[src/sv/sidrd_pkg.sv]
`timescale 1ns / 1ps

package sidrd_pkg;

   // Field widths
   localparam int DATA_W     = 8;   // one schedule byte
   localparam int SLOT_W     = 16;  // slot ID
   localparam int INDEX_W    = 6;   // slot position in the frame
   localparam int COUNT_W    = 7;   // slot count / slots emitted
   localparam int DW_FIELD_W = 5;   // raw delta width field of the widths byte
   localparam int DW_W       = 4;   // stored delta width (1..8)
   localparam int LW_W       = 3;   // stored length width (1..7)
   localparam int LEN_W      = 7;   // run length field, up to 2^LW_W - 1
   localparam int DELTA_W    = 8;   // run delta field
   localparam int BITS_W     = 4;   // bits left in the byte shifter (0..8)

   // Limits and reset values
   localparam logic [COUNT_W-1:0]    MAX_SLOTS   = COUNT_W'(64);
   localparam logic [COUNT_W-1:0]    MIN_SLOTS   = COUNT_W'(2);
   localparam logic [COUNT_W-1:0]    COUNT_RESET = COUNT_W'(2);
   localparam logic [DW_FIELD_W-1:0] DW_LIMIT    = DW_FIELD_W'(8);

   // Register port
   localparam int                  CSR_ADDR_W     = 2;
   localparam int                  CSR_DATA_W     = 32;
   localparam logic [CSR_ADDR_W-1:0] ADDR_SLOT_COUNT = CSR_ADDR_W'(0);

   // Commands from the sequencer to the bit unpacker
   typedef struct packed {
      logic clear;  // new frame header: empty the run collectors
      logic load;   // take a fresh data byte
      logic step;   // consume one bit
   } unpack_ctl_type;

   // Status from the bit unpacker
   typedef struct packed {
      logic              run_done;   // the bit consumed now completes a run
      logic              final_bit;  // the bit consumed now is the last of the byte
      logic              more;       // bits of the byte remain
      logic [LEN_W-1:0]  run_len;
      logic [DELTA_W-1:0] run_delta;
   } unpack_stat_type;

endpackage

[src/sv/sidrd_req_if.sv]
`timescale 1ns / 1ps

interface sidrd_req_if import sidrd_pkg::*; ();
   logic              valid;
   logic              ready;
   logic [DATA_W-1:0] data_byte;
   logic              frame_start;

   modport source (output valid, output data_byte, output frame_start, input ready);
   modport sink   (input valid, input data_byte, input frame_start, output ready);
endinterface

[src/sv/sidrd_rsp_if.sv]
`timescale 1ns / 1ps

interface sidrd_rsp_if import sidrd_pkg::*; ();
   logic               valid;
   logic               ready;
   logic [SLOT_W-1:0]  slot_value;
   logic [INDEX_W-1:0] slot_index;
   logic               last;
   logic               error;

   modport source (output valid, output slot_value, output slot_index, output last,
                   output error, input ready);
   modport sink   (input valid, input slot_value, input slot_index, input last,
                   input error, output ready);
endinterface

[src/sv/sidrd_unpack.sv]
`timescale 1ns / 1ps

// Bit-serial run unpacker: shifts a data byte out LSB first, one bit per
// cycle while step is asserted, and drops each bit into the length or the delta collector.
module sidrd_unpack import sidrd_pkg::*; (
   input  logic                clock,
   input  logic                reset,
   input  unpack_ctl_type      ctl,
   input  logic [DATA_W-1:0]   data_byte,
   input  logic [DW_W-1:0]     delta_width,
   input  logic [LW_W-1:0]     length_width,
   output unpack_stat_type     stat
);

   logic [DATA_W-1:0]  shift_ff, shift_in;
   logic [BITS_W-1:0]  left_ff, left_in;
   logic [LEN_W-1:0]   len_ff, len_in;
   logic [DELTA_W-1:0] delta_ff, delta_in;
   logic               in_delta_ff, in_delta_in;
   logic [LW_W-1:0]    cnt_ff, cnt_in;
   logic               cur_bit;
   logic               run_done;

   assign cur_bit = shift_ff[0];

   // next state of shifter and collectors
   always_comb begin
      shift_in    = shift_ff;
      left_in     = left_ff;
      len_in      = len_ff;
      delta_in    = delta_ff;
      in_delta_in = in_delta_ff;
      cnt_in      = cnt_ff;
      run_done    = 1'b0;
      if (ctl.clear) begin
         len_in      = '0;
         delta_in    = '0;
         in_delta_in = 1'b0;
         cnt_in      = '0;
         left_in     = '0;
      end else if (ctl.load) begin
         shift_in = data_byte;
         left_in  = BITS_W'(DATA_W);
      end else if (ctl.step) begin
         shift_in = shift_ff >> 1;
         left_in  = left_ff - BITS_W'(1);
         if (!in_delta_ff) begin
            // length field comes first
            len_in[cnt_ff] = cur_bit;
            if (cnt_ff == length_width - LW_W'(1)) begin
               in_delta_in = 1'b1;
               cnt_in      = '0;
            end else begin
               cnt_in = cnt_ff + LW_W'(1);
            end
         end else begin
            delta_in[cnt_ff] = cur_bit;
            if ({1'b0, cnt_ff} == delta_width - DW_W'(1)) begin
               run_done    = 1'b1;
               in_delta_in = 1'b0;
               cnt_in      = '0;
            end else begin
               cnt_in = cnt_ff + LW_W'(1);
            end
         end
      end
   end

   always_ff @(posedge clock) begin
      if (reset) begin
         left_ff     <= '0;
         in_delta_ff <= 1'b0;
         cnt_ff      <= '0;
      end else begin
         left_ff     <= left_in;
         in_delta_ff <= in_delta_in;
         cnt_ff      <= cnt_in;
      end
      shift_ff <= shift_in;
      len_ff   <= len_in;
      delta_ff <= delta_in;
   end

   assign stat.run_done  = run_done;
   assign stat.final_bit = (left_ff == BITS_W'(1));
   assign stat.more      = (left_ff != '0);
   assign stat.run_len   = len_ff;
   assign stat.run_delta = delta_ff;

endmodule

[src/sv/sorted_id_delta_run_decoder.sv]
`timescale 1ns / 1ps

// Delta-run schedule decoder.
// req_chan carries one frame byte per transaction; frame_start marks byte 0.
// Bytes 0/1 are the first slot ID (low byte first), byte 2 holds the delta
// width (upper 5 bits) and length width (lower 3 bits), later bytes carry
// (length, delta) runs LSB first. rsp_chan returns one transaction per slot:
// value, index, last, error. A bad header gives a single error transaction.
// slot_count (APB register at address 0, reset 2, capped at 64) sets the
// number of slots per frame; write it only while the decoder is idle.
// A run data byte is shifted through a bit-serial unpacker one bit per cycle,
// pausing while the slots of each completed run are emitted. The result
// register holds one transaction; while the receiver stalls, slot generation
// waits, and a new byte is taken only after all slots of the current byte
// have been loaded into it. After reset the decoder is idle and ignores bytes
// until one arrives with frame_start.
module sorted_id_delta_run_decoder import sidrd_pkg::*; (
   input  logic                  clock,
   input  logic                  reset,
   sidrd_req_if.sink             req_chan,
   sidrd_rsp_if.source           rsp_chan,
   input  logic                  psel,
   input  logic                  penable,
   input  logic                  pwrite,
   input  logic [CSR_ADDR_W-1:0] paddr,
   input  logic [CSR_DATA_W-1:0] pwdata,
   output logic [CSR_DATA_W-1:0] prdata,
   output logic                  pready
);

   typedef enum logic [1:0] {S_IDLE, S_HEAD, S_SHIFT, S_EMIT} state_type;
   typedef enum logic [1:0] {PH_ID_LO, PH_ID_HI, PH_WIDTHS, PH_RUNS} phase_type;

   state_type            state_ff, state_in;
   phase_type            phase_ff, phase_in;
   logic [DATA_W-1:0]    id_low_ff, id_low_in;
   logic [SLOT_W-1:0]    prev_ff, prev_in;
   logic [COUNT_W-1:0]   emitted_ff, emitted_in;
   logic [DW_W-1:0]      dw_ff, dw_in;
   logic [LW_W-1:0]      lw_ff, lw_in;
   logic                 done_ff, done_in;
   logic                 hdr_err_ff, hdr_err_in;
   logic [LEN_W-1:0]     rep_ff, rep_in;
   logic [COUNT_W-1:0]   slot_count_ff;

   logic                 rsp_valid_ff, rsp_valid_in;
   logic [SLOT_W-1:0]    rsp_value_ff, rsp_value_in;
   logic [INDEX_W-1:0]   rsp_index_ff, rsp_index_in;
   logic                 rsp_last_ff, rsp_last_in;
   logic                 rsp_error_ff, rsp_error_in;

   unpack_ctl_type       ctl;
   unpack_stat_type      stat;

   logic [COUNT_W-1:0]    eff_count;
   logic                  req_fire;
   logic                  out_free;
   logic                  out_load;
   logic [DW_FIELD_W-1:0] dw_byte;
   logic [LW_W-1:0]       lw_byte;
   logic                  hdr_bad;
   logic [SLOT_W-1:0]     next_slot;
   logic                  emit_last;
   phase_type             cur_phase;
   logic                  cur_done;

   // register port
   assign pready = 1'b1;
   assign prdata = (paddr == ADDR_SLOT_COUNT) ?
                   {(CSR_DATA_W - COUNT_W)'(0), slot_count_ff} : '0;

   always_ff @(posedge clock) begin
      if (reset) begin
         slot_count_ff <= COUNT_RESET;
      end else if (psel && penable && pwrite && (paddr == ADDR_SLOT_COUNT)) begin
         slot_count_ff <= pwdata[COUNT_W-1:0];
      end
   end

   // shared terms
   assign eff_count = (slot_count_ff > MAX_SLOTS) ? MAX_SLOTS : slot_count_ff;
   assign req_chan.ready = (state_ff == S_IDLE);
   assign req_fire  = req_chan.valid && req_chan.ready;
   assign out_free  = !rsp_valid_ff || rsp_chan.ready;
   assign dw_byte   = req_chan.data_byte[DATA_W-1:LW_W];
   assign lw_byte   = req_chan.data_byte[LW_W-1:0];
   assign hdr_bad   = (dw_byte == '0) || (dw_byte > DW_LIMIT) || (lw_byte == '0) ||
                      (eff_count < MIN_SLOTS);
   assign next_slot = prev_ff + SLOT_W'(stat.run_delta);
   assign emit_last = ((emitted_ff + COUNT_W'(1)) >= eff_count);
   assign cur_phase = req_chan.frame_start ? PH_ID_LO : phase_ff;
   assign cur_done  = req_chan.frame_start ? 1'b0 : done_ff;

   // sequencer
   always_comb begin
      state_in     = state_ff;
      phase_in     = phase_ff;
      id_low_in    = id_low_ff;
      prev_in      = prev_ff;
      emitted_in   = emitted_ff;
      dw_in        = dw_ff;
      lw_in        = lw_ff;
      done_in      = done_ff;
      hdr_err_in   = hdr_err_ff;
      rep_in       = rep_ff;
      ctl          = '0;
      out_load     = 1'b0;
      rsp_value_in = rsp_value_ff;
      rsp_index_in = rsp_index_ff;
      rsp_last_in  = rsp_last_ff;
      rsp_error_in = rsp_error_ff;

      unique case (state_ff)
         S_IDLE: begin
            if (req_fire) begin
               if (req_chan.frame_start) begin
                  phase_in   = PH_ID_LO;
                  done_in    = 1'b0;
                  id_low_in  = '0;
                  prev_in    = '0;
                  emitted_in = '0;
                  dw_in      = '0;
                  lw_in      = '0;
               end
               if (!cur_done) begin
                  unique case (cur_phase)
                     PH_ID_LO: begin
                        id_low_in = req_chan.data_byte;
                        phase_in  = PH_ID_HI;
                     end
                     PH_ID_HI: begin
                        prev_in  = {req_chan.data_byte, id_low_ff};
                        phase_in = PH_WIDTHS;
                     end
                     PH_WIDTHS: begin
                        hdr_err_in = hdr_bad;
                        state_in   = S_HEAD;
                        if (hdr_bad) begin
                           done_in = 1'b1;
                        end else begin
                           dw_in      = dw_byte[DW_W-1:0];
                           lw_in      = lw_byte;
                           emitted_in = COUNT_W'(1);
                           phase_in   = PH_RUNS;
                           ctl.clear  = 1'b1;
                        end
                     end
                     PH_RUNS: begin
                        // count lowered below what was sent: close the frame quietly
                        if (emitted_ff >= eff_count) begin
                           done_in = 1'b1;
                        end else begin
                           ctl.load = 1'b1;
                           state_in = S_SHIFT;
                        end
                     end
                     default: ;
                  endcase
               end
            end
         end
         S_HEAD: begin
            // first slot or error transaction
            if (out_free) begin
               out_load     = 1'b1;
               rsp_value_in = hdr_err_ff ? '0 : prev_ff;
               rsp_index_in = '0;
               rsp_last_in  = hdr_err_ff;
               rsp_error_in = hdr_err_ff;
               state_in     = S_IDLE;
            end
         end
         S_SHIFT: begin
            ctl.step = 1'b1;
            if (stat.run_done) begin
               rep_in   = '0;
               state_in = S_EMIT;
            end else if (stat.final_bit) begin
               state_in = S_IDLE;
            end
         end
         S_EMIT: begin
            // one slot per cycle while the result register is free
            if (out_free) begin
               out_load     = 1'b1;
               rsp_value_in = next_slot;
               rsp_index_in = emitted_ff[INDEX_W-1:0];
               rsp_last_in  = emit_last;
               rsp_error_in = 1'b0;
               prev_in      = next_slot;
               emitted_in   = emitted_ff + COUNT_W'(1);
               if (emit_last) begin
                  done_in  = 1'b1;
                  state_in = S_IDLE;
               end else if (rep_ff == stat.run_len) begin
                  state_in = stat.more ? S_SHIFT : S_IDLE;
               end else begin
                  rep_in = rep_ff + LEN_W'(1);
               end
            end
         end
         default: state_in = S_IDLE;
      endcase

      if (out_load) begin
         rsp_valid_in = 1'b1;
      end else if (rsp_chan.ready) begin
         rsp_valid_in = 1'b0;
      end else begin
         rsp_valid_in = rsp_valid_ff;
      end
   end

   always_ff @(posedge clock) begin
      if (reset) begin
         state_ff     <= S_IDLE;
         phase_ff     <= PH_ID_LO;
         id_low_ff    <= '0;
         prev_ff      <= '0;
         emitted_ff   <= '0;
         dw_ff        <= '0;
         lw_ff        <= '0;
         done_ff      <= 1'b1;
         hdr_err_ff   <= 1'b0;
         rep_ff       <= '0;
         rsp_valid_ff <= 1'b0;
      end else begin
         state_ff     <= state_in;
         phase_ff     <= phase_in;
         id_low_ff    <= id_low_in;
         prev_ff      <= prev_in;
         emitted_ff   <= emitted_in;
         dw_ff        <= dw_in;
         lw_ff        <= lw_in;
         done_ff      <= done_in;
         hdr_err_ff   <= hdr_err_in;
         rep_ff       <= rep_in;
         rsp_valid_ff <= rsp_valid_in;
      end
      rsp_value_ff <= rsp_value_in;
      rsp_index_ff <= rsp_index_in;
      rsp_last_ff  <= rsp_last_in;
      rsp_error_ff <= rsp_error_in;
   end

   // bit-serial run unpacker
   sidrd_unpack u_unpack (
      .clock        (clock),
      .reset        (reset),
      .ctl          (ctl),
      .data_byte    (req_chan.data_byte),
      .delta_width  (dw_ff),
      .length_width (lw_ff),
      .stat         (stat)
   );

   assign rsp_chan.valid      = rsp_valid_ff;
   assign rsp_chan.slot_value = rsp_value_ff;
   assign rsp_chan.slot_index = rsp_index_ff;
   assign rsp_chan.last       = rsp_last_ff;
   assign rsp_chan.error      = rsp_error_ff;

   // checks
   a_emit_in_range: assert property (@(posedge clock) disable iff (reset)
      (state_ff == S_EMIT) |-> (emitted_ff < eff_count))
      else $error("slot emission past the frame's slot count");

   a_last_ends_frame: assert property (@(posedge clock) disable iff (reset)
      (out_load && rsp_last_in) |=> done_ff)
      else $error("frame still open after its last transaction");

   a_idle_bytes_dropped: assert property (@(posedge clock) disable iff (reset)
      (req_fire && done_ff && !req_chan.frame_start) |=>
      ($stable(emitted_ff) && (state_ff == S_IDLE) && !$rose(rsp_valid_ff)))
      else $error("byte outside a frame changed decoder state");

endmodule

[src/flat_wrapper.sv]
// flat-port wrapper written by rule: the top's interface ports become plain ports
module sorted_id_delta_run_decoder_flat import sidrd_pkg::*;
  (clock, reset, psel, penable, pwrite, paddr, pwdata, prdata, pready, req_chan_valid, req_chan_data_byte, req_chan_frame_start, req_chan_ready, rsp_chan_valid, rsp_chan_slot_value, rsp_chan_slot_index, rsp_chan_last, rsp_chan_error, rsp_chan_ready);
  sidrd_req_if req_chan_i ();
  sidrd_rsp_if rsp_chan_i ();
  input  logic clock;
  input  logic reset;
  input  logic psel;
  input  logic penable;
  input  logic pwrite;
  input  logic [CSR_ADDR_W-1:0] paddr;
  input  logic [CSR_DATA_W-1:0] pwdata;
  output logic [CSR_DATA_W-1:0] prdata;
  output logic pready;
  input wire logic [$bits(req_chan_i.valid)-1:0] req_chan_valid;
  input wire logic [$bits(req_chan_i.data_byte)-1:0] req_chan_data_byte;
  input wire logic [$bits(req_chan_i.frame_start)-1:0] req_chan_frame_start;
  output wire logic [$bits(req_chan_i.ready)-1:0] req_chan_ready;
  output wire logic [$bits(rsp_chan_i.valid)-1:0] rsp_chan_valid;
  output wire logic [$bits(rsp_chan_i.slot_value)-1:0] rsp_chan_slot_value;
  output wire logic [$bits(rsp_chan_i.slot_index)-1:0] rsp_chan_slot_index;
  output wire logic [$bits(rsp_chan_i.last)-1:0] rsp_chan_last;
  output wire logic [$bits(rsp_chan_i.error)-1:0] rsp_chan_error;
  input wire logic [$bits(rsp_chan_i.ready)-1:0] rsp_chan_ready;
  assign req_chan_i.valid = req_chan_valid;
  assign req_chan_i.data_byte = req_chan_data_byte;
  assign req_chan_i.frame_start = req_chan_frame_start;
  assign req_chan_ready = req_chan_i.ready;
  assign rsp_chan_valid = rsp_chan_i.valid;
  assign rsp_chan_slot_value = rsp_chan_i.slot_value;
  assign rsp_chan_slot_index = rsp_chan_i.slot_index;
  assign rsp_chan_last = rsp_chan_i.last;
  assign rsp_chan_error = rsp_chan_i.error;
  assign rsp_chan_i.ready = rsp_chan_ready;
  sorted_id_delta_run_decoder u_core (.clock(clock), .reset(reset), .req_chan(req_chan_i), .rsp_chan(rsp_chan_i), .psel(psel), .penable(penable), .pwrite(pwrite), .paddr(paddr), .pwdata(pwdata), .prdata(prdata), .pready(pready));
endmodule
[config.mk]
export PLATFORM = sky130hd
export DESIGN_NAME = sorted_id_delta_run_decoder_flat
export DESIGN_NICKNAME = d
export VERILOG_FILES = /design/src/sv/sidrd_pkg.sv /design/src/sv/sidrd_req_if.sv /design/src/sv/sidrd_rsp_if.sv /design/src/sv/sidrd_unpack.sv /design/src/sv/sorted_id_delta_run_decoder.sv /design/src/flat_wrapper.sv
export SDC_FILE = /design/constraint.sdc
export NUM_CORES = 1
export LEC_CHECK = 0
export BUFFER_PORTS_ARGS = -buffer_cell sky130_fd_sc_hd__buf_2
export CORE_UTILIZATION = 52
export DETAILED_ROUTE_END_ITERATION = 16
export HOLD_SLACK_MARGIN = 0.03
export PLACE_DENSITY_LB_ADDON = 0.15
export SETUP_SLACK_MARGIN = 0.2
export SYNTH_ARGS = -nofsm -noshare
export SYNTH_HDL_FRONTEND = slang
export SYNTH_HIERARCHICAL = 1
export SYNTH_SLANG_ARGS = --single-unit
[constraint.sdc]
create_clock -name clock -period 3.3 [get_ports clock]
set_clock_uncertainty 0.2 [all_clocks]
set_input_delay 0.99 -clock clock [delete_from_list [all_inputs] [get_ports clock]]
set_output_delay 0.99 -clock clock [all_outputs]
set_load 0.01 [all_outputs]
==> run_results.csv <==
group,metric,value,unit
worst_setup_path,crit_fanout,5,
global_routing,antenna_found_initial,0,
clock_network,clock_path_buffers,2,
clock_network,cts_root_buffer,"clkbuf_16",
route,ant_nets,0,
logic_synthesis,synth_top_area_cell,"dfxtp_1",
floorplanning,die_w,116,um
floorplanning,core-area,12600,um^2
job,max_cap_violations,0,
global_routing,grt_pass1_wl,26000,um
logic_synthesis,synth.top_cell.area_share,24.5,%
final_layout,diodes,0,
route,avgRoutedWirePerCell,16.5,um
worst_setup_path,crit_end,"u_core/rep_ff[4]",
floorplanning,num_rows,41,
floorplanning,io_pins,109,
power_and_ir_drop,powerDensity,419,nW/um^2
global_routing,overflow,0,
clock_network,h-tree-depth,4,
final_layout,stdcell_area,7930,um^2
timing,period_share,93.1,%
timing,timing.setup.tns,0,ns
final_layout,utilization,63.1,%
global_routing,track_usage,25.5,%
timing,finalSetupViolCount,0,
placement,dpl_cell_area,7150,um^2
worst_setup_path,crit_path_end_kind,"flop",
logic_synthesis,synth-edff-count,32,
worst_setup_path,reg2reg_depth,11,
logic_synthesis,synth_cell_types,82,
placement,port_buffers,57,
logic_synthesis,synth-seq-cells,114,
clock_network,cts_sinks,114,
timing,hold_viol,0,
power_and_ir_drop,p_leak,3.37,nW
route,drc,0,
logic_synthesis,synth-async-reset-ratio,0,%
final_layout,syn_to_final_growth,18.3,%
logic_synthesis,synth_most_common_cell,"dfxtp_1",
power_and_ir_drop,power,3.33,mW
placement,dp_hpwl,11700,um
placement,place_congestion,0.875,
timing,max_slew_margin,43.3,%
route,drt_pre_antenna_iters,5,
worst_setup_path,start_kind,"flop",
logic_synthesis,synth_area_leaders,"dfxtp_1 25%, edfxtp_1 14%, ha_1 5.4%, nor2_1 4.1%, a21oi_1 4.0%",
logic_synthesis,syn_inst,727,
route,drt_iter0_drc,425,
worst_hold_path,hold_path_class,"flop to flop",
clock_network,cts_tree,"yes",
worst_setup_path,reg2reg_from,"u_core/emitted_ff[0]",
global_routing,grt_pass1_vias,5382,
outcome,outcome,"finished, final reports clean",
timing,grt_setup_unrepaired,"yes",
route,totalWireLength,16400,um
floorplanning,start_util,53.3,%
worst_setup_path,cp-startpoint,"u_core/emitted_ff[0]",
worst_setup_path,crit_type,"flop to flop",
final_layout,drive_gt1_share,22.6,%
route,num_vias,5737,
clock_network,cts_inserted_buffers,17,
final_layout,nFillCells,1042,
logic_synthesis,seq_area_frac_synth,38.8,%
floorplanning,die-area,13300,um^2
timing,worst_slew_pin_slew,0.847,ns
clock_network,clkLatencyLatePin,0.42,ns
timing,timing.fmax,326,MHz
logic_synthesis,synthTopCellsByCount,"82 x dfxtp_1, 73 x nor2_1, 54 x a21oi_1",
logic_synthesis,synth_area,6700,um^2
final_layout,nets,893,
route,vias_per_cell,5.75,
timing,drv_slew,0,
power_and_ir_drop,peakVddDrop,0.000262,V
worst_setup_path,cp.arrival,3.22,ns
worst_setup_path,r2r-end,"u_core/rep_ff[4]",
global_routing,grt_max_degree,34,
clock_network,clk_pin_slew,0.05,ns
logic_synthesis,ys_warn_count,6,
logic_synthesis,synth_area_per_cell,9.22,um^2
worst_setup_path,required,3.45,ns
worst_setup_path,rrSetupSlack,0.23,ns
timing,min_period,3.07,ns
logic_synthesis,ys.flop_type,"dfxtp_1",
floorplanning,die_h,116,um
## registers in the layout, indices dropped and copies added (netlist names), 4 cells and up
register and cells:
u_core/u_unpack/left_ff 4, u_core/rsp_chan.slot_value 16, u_core/u_unpack/shift_ff 8, u_core/rep_ff 7
u_core/dw_ff 4, u_core/id_low_ff 8, u_core/u_unpack/len_ff 7, u_core/emitted_ff 7
u_core/slot_count_ff 7, u_core/rsp_chan.slot_index 6, u_core/prev_ff 16, u_core/u_unpack/delta_ff 8
## layer usage
metal / share of wire (%) / wire length [um] / global-route usage [%]
met2: 49 / 8040 / 42.2
met4: 2.1 / 346 / 12.2
met5: 0 / 0 / 0
met1: 45 / 7400 / 32.3
met3: 4.0 / 658 / 4.18
## per-stage QoR
stage | worst slack, ns | instances | hold slack (ns)
6_report | 0.229 | 998 | 0.267
5_1_grt | 0.124 | 998 | 0.299
4_1_cts | 0.203 | 988 | 0.263
3_5_place_dp | 0.0250 | 953 | 0.256
3_3_place_gp | 0.110 | 953 | 0.255
2_1_floorplan | 0.212 | 751 | 0.240
## report_power, final
group	switching (mW)	internal [mW]
clock network	0.613	1.05
registers	0.0155	1.45
logic	0.122	0.0758
## worst min-delay path by stage
| stage | startpoint | to | slack (ns) | cells past startpoint |
|---|---|---|---|---|
| 2_1_floorplan | u_core/u_unpack/delta_ff[0] | u_core/u_unpack/delta_ff[0] | 0.24 | 2 |
| 3_3_place_gp | u_core/u_unpack/delta_ff[0] | u_core/u_unpack/delta_ff[0] | 0.25 | 2 |
| 3_5_place_dp | u_core/u_unpack/delta_ff[0] | u_core/u_unpack/delta_ff[0] | 0.26 | 2 |
| 4_1_cts | u_core/u_unpack/delta_ff[0] | u_core/u_unpack/delta_ff[0] | 0.26 | 2 |
| 5_1_grt | u_core/prev_ff[4] | u_core/prev_ff[4] | 0.30 | 2 |
| 6_report | u_core/u_unpack/delta_ff[0] | u_core/u_unpack/delta_ff[0] | 0.27 | 2 |
## cell families (layout without fill, tap and decap cells)
logic type / count (synthesis) / in the layout / synth area share, %
flip-flops: 114 / 114 / 38.8
AO/OA/AOI/OAI: 179 / 180 / 18.4
multiplexers: 30 / 30 / 4.65
buffers and inverters: 83 / 157 / 7.45
XOR/XNOR: 26 / 26 / 3.87
adder cells (fa/ha/maj): 30 / 30 / 5.71
AND/OR/NAND/NOR: 263 / 263 / 20.9
other: 2 / 26 / 0.112
## worst max-delay path: stages, from the launching register on
cell	delay (ns)
dfxtp_4	0.36
ha_4	0.18
and3_4	0.19
and3_4	0.19
xor2_2	0.14
ha_1	0.31
o21a_1	0.12
a21oi_2	0.16
o21ai_4	0.10
o32a_4	0.41
or4_4	0.49
a21oi_2	0.14
## layout by cell type (no fill, tap or decap), types with 26 or more instances in the layout
cell type  netlist  layout
buf_4           27      45
ha_1            29      27
o21ai_0         31      31
nand2_1         51      49
nor2_1          73      73
buf_2            5      57
conb_1           2      26
edfxtp_1        32      32
a21oi_1         54      53
dfxtp_1         82      78
## what timing repair did
item | CTS | global route
pin swaps | 3 | 11
setup endpoints to repair | 8 | 17
cloned | 0 | 1
hold buffers | 0 | 0
resized for setup | 10 | 16
setup buffers | 3 | 9
## final cells by class
cell class / count / area [um^2] / area share (%)
Timing Repair Buffer: 103 / 634 / 8.00
Tap cell: 172 / 215 / 2.71
Multi-Input combinational cell: 555 / 3840 / 48.5
Sequential cell: 114 / 2610 / 32.9
Clock inverter: 5 / 27.5 / 0.347
Clock buffer: 27 / 513 / 6.47
Inverter: 22 / 82.6 / 1.04
Note: power is estimated with default switching activity, not from simulation.
